<file path="src/design/buddy_page_allocator_defines.svh">
// ----------------------------------------------------------------------------
// Buddy page allocator assertion macros
// Shared assertion forms; each use expects clk and rst_n in scope.
// ----------------------------------------------------------------------------
`ifndef BUDDY_PAGE_ALLOCATOR_DEFINES_SVH
`define BUDDY_PAGE_ALLOCATOR_DEFINES_SVH

// condition holds at every edge out of reset
`define BPA_ASSERT_ALWAYS(lbl, cond, msg) \
    lbl: assert property (@(posedge clk) disable iff (!rst_n) (cond)) else $error(msg);

// antecedent implies consequent in the same cycle
`define BPA_ASSERT_IMPL(lbl, ante, cons, msg) \
    lbl: assert property (@(posedge clk) disable iff (!rst_n) (ante) |-> (cons)) \
        else $error(msg);

`endif

</file>
<file path="src/design/bpa_pkg.sv">
// ----------------------------------------------------------------------------
// Buddy page allocator package
// Sizes, status codes, payload types and bitmap layout helpers.
// ----------------------------------------------------------------------------
package bpa_pkg;

    localparam int PAGE_COUNT  = 4096;
    localparam int TOP_ORDER   = 10;
    localparam int ORDER_SLOTS = TOP_ORDER + 1;
    localparam int TOP_BLOCKS  = PAGE_COUNT >> TOP_ORDER;
    localparam int POOL_PAGES  = TOP_BLOCKS << TOP_ORDER;

    localparam int WORD_W = 64;
    localparam int BIT_W  = $clog2(WORD_W);

    localparam int FUNC_W = 1;
    localparam int ORD_W  = 4;
    localparam int PG_W   = 12;
    localparam int CNT_W  = 13;
    localparam int STAT_W = 2;

    localparam int QD   = 2;
    localparam int QP_W = 1;
    localparam int QC_W = 2;

    localparam logic [STAT_W-1:0] ST_OK        = 2'd0;
    localparam logic [STAT_W-1:0] ST_BAD_ORDER = 2'd1;
    localparam logic [STAT_W-1:0] ST_NO_MEM    = 2'd2;
    localparam logic [STAT_W-1:0] ST_NOT_ALLOC = 2'd3;

    localparam logic [FUNC_W-1:0] FUNC_ALLOC = 1'b0;
    localparam logic [FUNC_W-1:0] FUNC_FREE  = 1'b1;

    typedef struct packed {
        logic [FUNC_W-1:0] func;
        logic [ORD_W-1:0]  order;
        logic [PG_W-1:0]   block_page;
    } req_t;

    typedef struct packed {
        logic [STAT_W-1:0] status;
        logic [PG_W-1:0]   page_index;
        logic [CNT_W-1:0]  pages_free;
        logic [CNT_W-1:0]  used_pages;
        logic [CNT_W-1:0]  peak_pages;
        logic [ORD_W-1:0]  max_free_order;
    } rsp_t;

    typedef struct packed {
        logic bad;
        req_t req;
    } cmd_t;

    typedef struct packed {
        logic init_busy;
        logic take;
    } bk_ctl_t;

    function automatic int rgn_words(int k);
        int b;
        b = PAGE_COUNT >> k;
        return (b + WORD_W - 1) / WORD_W;
    endfunction

    function automatic int rgn_base(int k);
        int s;
        s = 0;
        for (int i = 0; i < ORDER_SLOTS; i++)
        begin
            if (i < k)
            begin
                s = s + rgn_words(i);
            end
        end
        return s;
    endfunction

    localparam int NWORDS = rgn_base(ORDER_SLOTS);
    localparam int MAP_AW = $clog2(NWORDS);

    function automatic logic [WORD_W-1:0] map_reset_word(int a);
        logic [WORD_W-1:0] w;
        int off;
        w   = '0;
        off = a - rgn_base(TOP_ORDER);
        if (off >= 0)
        begin
            for (int i = 0; i < WORD_W; i++)
            begin
                if (off * WORD_W + i < TOP_BLOCKS)
                begin
                    w[i] = 1'b1;
                end
            end
        end
        return w;
    endfunction

    function automatic logic [NWORDS-1:0] sum_reset();
        logic [NWORDS-1:0] s;
        for (int a = 0; a < NWORDS; a++)
        begin
            s[a] = |map_reset_word(a);
        end
        return s;
    endfunction

    localparam logic [NWORDS-1:0] SUM_INIT = sum_reset();

    function automatic logic [MAP_AW-1:0] map_addr(logic [ORD_W-1:0] k, logic [PG_W-1:0] pg);
        logic [PG_W-1:0] n;
        n = pg >> k;
        return MAP_AW'(rgn_base(int'(k)) + int'(n >> BIT_W));
    endfunction

    function automatic logic [BIT_W-1:0] map_bit(logic [ORD_W-1:0] k, logic [PG_W-1:0] pg);
        logic [PG_W-1:0] n;
        n = pg >> k;
        return n[BIT_W-1:0];
    endfunction

endpackage

</file>
<file path="src/design/bpa_front.sv">
// ----------------------------------------------------------------------------
// Buddy page allocator front end
// Accepts requests, flags bad orders and buffers them for the engine.
// ----------------------------------------------------------------------------
module bpa_front (
    input  logic             clk,
    input  logic             rst_n,
    input  logic             push,
    input  bpa_pkg::req_t    req,
    output logic             full,
    input  bpa_pkg::bk_ctl_t ctl,
    output logic             cmd_valid,
    output bpa_pkg::cmd_t    cmd
);

    bpa_pkg::cmd_t                q_reg [bpa_pkg::QD];
    logic [bpa_pkg::QP_W-1:0]     wr_ptr_reg, wr_ptr_next;
    logic [bpa_pkg::QP_W-1:0]     rd_ptr_reg, rd_ptr_next;
    logic [bpa_pkg::QC_W-1:0]     cnt_reg, cnt_next;
    logic                         acc;
    logic                         pop_q;
    bpa_pkg::cmd_t                cls;

    assign full      = (cnt_reg == bpa_pkg::QC_W'(bpa_pkg::QD)) || ctl.init_busy;
    assign acc       = push && !full;
    assign cmd_valid = (cnt_reg != '0);
    assign cmd       = q_reg[rd_ptr_reg];
    assign pop_q     = ctl.take && cmd_valid;

    always_comb
    begin
        cls.req = req;
        cls.bad = (req.order > bpa_pkg::ORD_W'(bpa_pkg::TOP_ORDER));
        wr_ptr_next = acc ? wr_ptr_reg + 1'b1 : wr_ptr_reg;
        rd_ptr_next = pop_q ? rd_ptr_reg + 1'b1 : rd_ptr_reg;
        cnt_next    = cnt_reg + bpa_pkg::QC_W'(acc) - bpa_pkg::QC_W'(pop_q);
    end

    always_ff @(posedge clk)
    begin
        if (acc)
        begin
            q_reg[wr_ptr_reg] <= cls;
        end
    end

    always_ff @(posedge clk or negedge rst_n)
    begin
        if (!rst_n)
        begin
            wr_ptr_reg <= '0;
            rd_ptr_reg <= '0;
            cnt_reg    <= '0;
        end
        else
        begin
            wr_ptr_reg <= wr_ptr_next;
            rd_ptr_reg <= rd_ptr_next;
            cnt_reg    <= cnt_next;
        end
    end

endmodule

</file>
<file path="config.mk">
export PLATFORM = sky130hd
export DESIGN_NAME = bpa_front
export DESIGN_NICKNAME = d
export VERILOG_FILES = /design/src/design/buddy_page_allocator_defines.svh /design/src/design/bpa_pkg.sv /design/src/design/bpa_front.sv
export SDC_FILE = /design/constraint.sdc
export NUM_CORES = 1
export LEC_CHECK = 0
export ABC_AREA = 1
export BUFFER_PORTS_ARGS = -buffer_cell sky130_fd_sc_hd__buf_2
export CORE_MARGIN = 8
export CORE_UTILIZATION = 43
export CTS_BUF_LIST = sky130_fd_sc_hd__clkbuf_2
export DETAILED_ROUTE_END_ITERATION = 8
export HOLD_SLACK_MARGIN = 0.1
export PLACE_DENSITY = 0.67
export SLEW_MARGIN = 10
export SYNTH_ARGS = -nofsm -noshare
export SYNTH_HDL_FRONTEND = slang
export SYNTH_SLANG_ARGS = --single-unit
</file>
<file path="constraint.sdc">
create_clock -name clk -period 2.5 [get_ports clk]
set_input_delay 0.25 -clock clk [delete_from_list [all_inputs] [get_ports clk]]
set_output_delay 0.25 -clock clk [all_outputs]
set_load 0.005 [all_outputs]
</file>
======== Word-level counts from Yosys, hierarchy flattened ========
Memories as Yosys holds them, arrays and structs flattened.
Index checks and enable logic that the tools add are counted.
cells by class
  add/subtract/negate cells ............... 4
  magnitude comparators ................... 1
  eq/ne operators ......................... 1
  multiplexer cells ....................... 2
  reduce and logical (&&, ||, !) cells .... 5
operators by type and width
  cell                                                  number
  4-bit greater-than comparator, second input constant  1
  1-bit adder, second input constant                    2
  2-bit by 1-bit adder with 2-bit output                1
  2-bit equality test, second input constant            1
  1-bit logical AND                                     2
  1-bit two-way mux                                     2
  2-bit nonzero test                                    1
  2-bit by 1-bit subtractor with 2-bit output           1
  1-bit zero test                                       1
  1-bit logical OR                                      1
storage, ports and cells
  register bits ........................... 4
  bits in writable memories ............... 36
  bits of input ports ..................... 22
  output and inout bits ................... 20
  word-level logic and storage cells ...... 17
  memories kept ........................... 1
memories
  memory  words  bits a word  read ports  clocked after memory_dff  write ports  line             source
  q_reg   2      18           1           0                         1            bpa_front.sv:16  bpa_pkg::cmd_t q_reg [bpa_pkg::QD];

======== Depth between registers and ports, before layout ========
  depth after elaboration ................. 6
  gate-level depth with buffers ........... 10

======== Worst setup path before layout ========
No wires, ideal clock.
  path type ............................... register to register
  start point ............................. register cnt_reg[1] (netlist name)
  end point ............................... memory q_reg[1][0] (netlist name) (enable)
  library setup time ...................... 0.393 ns
  data arrival time ....................... 1.368 ns
  slack ................................... 0.739 ns
  cell stages (with the launch flop) ...... 4
  path buffers ............................ 0
  path through ............................ dfrtp_1 -> nand2_1 -> nand3_1 -> nor2_1
on the way
  word-level cells in the longest chain between the ends .. 6
ends and longest elaborated chain
  what                                     line             source
  start, declared                          bpa_front.sv:19  logic [bpa_pkg::QC_W-1:0] cnt_reg, cnt_next;
  start signal, assigned                   bpa_front.sv:59  cnt_reg <= cnt_next;
  2-bit equality test                      bpa_front.sv:24  assign full = (cnt_reg == bpa_pkg::QC_W'(bpa_pkg::QD)) || ctl.init_busy;
  1-bit logical OR                         bpa_front.sv:24
  1-bit zero test                          bpa_front.sv:25  assign acc = push && !full;
  1-bit logical AND                        bpa_front.sv:25
  1-bit two-way mux                        bpa_front.sv:41  if (acc)
  1-bit two-way mux (not written as such)  bpa_front.sv:43  q_reg[wr_ptr_reg] <= cls;
  end, declared                            bpa_front.sv:16
No other way between the ends.

==> summary.md <==
• **TritonCTS clock tree** yes
• **number of endpoints with negative hold slack in the final report** 0
• **layout-stage area growth over the synthesis result** 30.05%
• **number of input and output port buffers inserted** 41
• **most frequent cells in the layout** 66 x sky130_fd_sc_hd__nand2_1, 41 x sky130_fd_sc_hd__buf_2, 36 x sky130_fd_sc_hd__edfxtp_1
• **H-tree levels** 2
• **gpl congestion** 0.7041
• **dpl hpwl** 2115 µm
• **clock transition at the register clock pins on the worst setup and hold paths after CTS** 0.18 ns
• **count of final setup violators** 0
• **power density normalized to cell area** 851.8 nW/µm²
• **Arr. time, crit path** 1.36 ns
• **share of cells above drive strength 1** 26.90%
• **HP Class** primary input to flop
• **I/O pin cnt** 42
• **Syn. warnings** 0
• **source-to-sink clock delay at the later pin of the worst-skew pair** 0.37 ns
• **Clock Sink Count** 40
• **switching power as a share of total power** 34.35%
• **top fanout value on the critical path** 19
• **nature of the critical path endpoint** primary output
• **required time of the critical path** 2.25 ns
• **CTS Hold Bufs** 19
• **cell internal pwr** 1.145 mW
• **number of nets produced by synthesis** 154
• **Residual DRC** 0
• **placed cell area** 1818 µm²
• **GRT Total Usage** 11.14%
• **share of power burned in the clock network** 14.6%
• **pin count of the biggest net entering global routing** 20
• **clock root cell** sky130_fd_sc_hd__clkbuf_2
• **total wire length after detailed routing** 3194 µm
• **worst setup path class** flop to primary output
• **total iterations of the first detailed-routing run** 4
• **buffer count from post-CTS setup fixing** 0
• **width of the chip** 76.50 µm
• **die span in y** 76.50 µm
• **FP Rows** 22
• **nets** 220
• **wire length on met1** 1393 µm
• **status** complete, no violations
• **DRC violation total after the first TritonRoute iteration** 47
• **FF-to-FF path depth** 3
• **largest voltage drop on the vdd net** 0.4262 mV
• **summed negative setup slack over all endpoints** 0 ns
• **Worst Hold Path Cells** 3
• **sequential share of the synthesized area** 75.04%
• **number of global-route vias before repair** 1215
• **Final Skew** 0.01602 ns
• **met3 wire len** 230 µm
• **cell area after layout** 2047 µm²
• **max-cap violations** 0
• **per-instance average area after synthesis** 12.11 µm²
• **startpoint of the lowest-slack register-to-register path** cnt_reg[1]$_DFF_PN0_
• **period utilization** 64.47%
• **Power, Total** 1.744 mW
• **Reg-to-Reg End** q_reg[0][17]$_DFFE_PP_
• **final core area utilization** 57.20%
• **worst-case hold path end point** wr_ptr_reg$_DFFE_PN0P_
• **part of the total power dissipated in sequential elements** 50.3%
• **maximum frequency from static timing analysis** 620.4 MHz
• **number of cells in the finished layout apart from fillers** 245
• **startpoint of the lowest-slack hold path** push
• **wire length of the first global-routing pass** 5326 µm
• **reported leakage power** 0.9426 nW
• **number of cells in the design after placement** 218
• **crit start category** flop
• **slack of the worst reg-to-reg path** 0.97 ns
• **number of antenna cells inserted** 0
• **leading cell type in the layout, fill and taps excluded** sky130_fd_sc_hd__nand2_1
• **Final ANT Viol Nets** 0
• **area of the mapped netlist** 1574 µm²
• **antenna violations before repair** 0
• **total congestion overflow after global routing** 0
• **number of pins with negative max-slew slack in the final report** 0
• **via count** 1126
• **Core Area** 3578 µm²
• **post-synthesis sequential element count** 40
• **cell count after synthesis** 130
• **initial core utilization** 43.99%
• **Net Switching** 599.0 µW
• **wire per inst** 13.04 µm
• **worst slew pin tran** 0.7152 ns
• **CTS Buffer Depth** 2
• **number of flip-flops in the largest register** 36
• **wire length on met2** 1541 µm
• **die area** 5852 µm²
• **post-layout minimum cycle time** 1.612 ns
• **total CTS buffers** 5
• **unrepaired setup endpoints after global routing** false
• **number of cells upsized or downsized after cts** 0
• **highest signal layer in the routed design** met4
• **Combinational Power Share** 35.1%
• **number of distinct library cells after synthesis** 14
• **drt via density** 4.596
• **normalized max-slew margin** 52.27%
kinds of logic (layout without fill, tap and decap cells):
logic type	count (synthesis)	after routing	share of synthesized area, %
compound gates	1	1	0.3177
fa+ha+maj	2	2	1.590
buf+inv	14	81	5.088
flops	40	40	75.04
simple gates	73	73	17.97
layer usage:
metal	vias up	track usage, %
met5	-	0
li1	557	-
met4	0	4.038
met3	5	5.071
met1	527	11.97
met2	37	18.77
power groups by stage:
stage / clock network [mW] / registers (mW) / logic [mW]
after CTS: 0.267 / 0.879 / 0.631
after floorplan: 0 / 0.888 / 0.392
after global placement: 0 / 0.889 / 0.580
after detailed placement: 0 / 0.895 / 0.605
final: 0.254 / 0.878 / 0.612
after global routing: 0.290 / 0.888 / 0.710
synthesized netlist by cell type:
cell / instances / area (µm²)
sky130_fd_sc_hd__buf_4: 1 / 7.510
sky130_fd_sc_hd__dfrtp_1: 4 / 100.1
sky130_fd_sc_hd__buf_12: 1 / 20.02
sky130_fd_sc_hd__nand3_1: 3 / 15.01
sky130_fd_sc_hd__nand4_1: 1 / 6.260
sky130_fd_sc_hd__nand2_1: 66 / 247.7
sky130_fd_sc_hd__edfxtp_1: 36 / 1081
sky130_fd_sc_hd__a21oi_1: 1 / 5.000
sky130_fd_sc_hd__inv_2: 1 / 3.750
sky130_fd_sc_hd__nor2_1: 2 / 7.510
sky130_fd_sc_hd__inv_1: 10 / 37.54
sky130_fd_sc_hd__nand2_2: 1 / 6.260
sky130_fd_sc_hd__buf_6: 1 / 11.26
sky130_fd_sc_hd__ha_1: 2 / 25.02
stage by stage:
step	hold slack, ns	setup WS, ns
finish	0.1844	0.8881
global route	0.1429	0.7531
CTS	0.1402	0.8417
detailed placement	0.06390	0.9623
global placement	0.06073	1.023
floorplan	-0.04559	0.7394
cell type report:
cell class	count	area, µm²
fillers	326	1531
multi-input cells	76	315.3
clock buffers	5	25.02
well taps	48	60.06
inverters	11	41.29
repair buffers	62	410.4
clock inverters	3	13.76
flip-flops and latches	40	1181
critical path, stage by stage, from the launching register on:
cell	delay, ns
sky130_fd_sc_hd__dfrtp_1	0.43
sky130_fd_sc_hd__inv_2	0.26
sky130_fd_sc_hd__nand2_1	0.11
sky130_fd_sc_hd__nand2_1	0.09
sky130_fd_sc_hd__buf_2	0.12
how the worst max path moves through the flow:
stage,from,to,slack [ns],cells after the start
6_report,rd_ptr_reg$_DFFE_PN0P_,cmd[17],0.89,4
5_1_grt,rd_ptr_reg$_DFFE_PN0P_,cmd[17],0.75,4
4_1_cts,rd_ptr_reg$_DFFE_PN0P_,cmd[17],0.84,4
3_5_place_dp,cnt_reg[1]$_DFF_PN0_,q_reg[0][13]$_DFFE_PP_,0.96,3
3_3_place_gp,cnt_reg[1]$_DFF_PN0_,q_reg[0][2]$_DFFE_PP_,1.02,3
2_1_floorplan,cnt_reg[1]$_DFF_PN0_,q_reg[1][0]$_DFFE_PP_,0.74,3
Power figures use the tool's default switching activity.
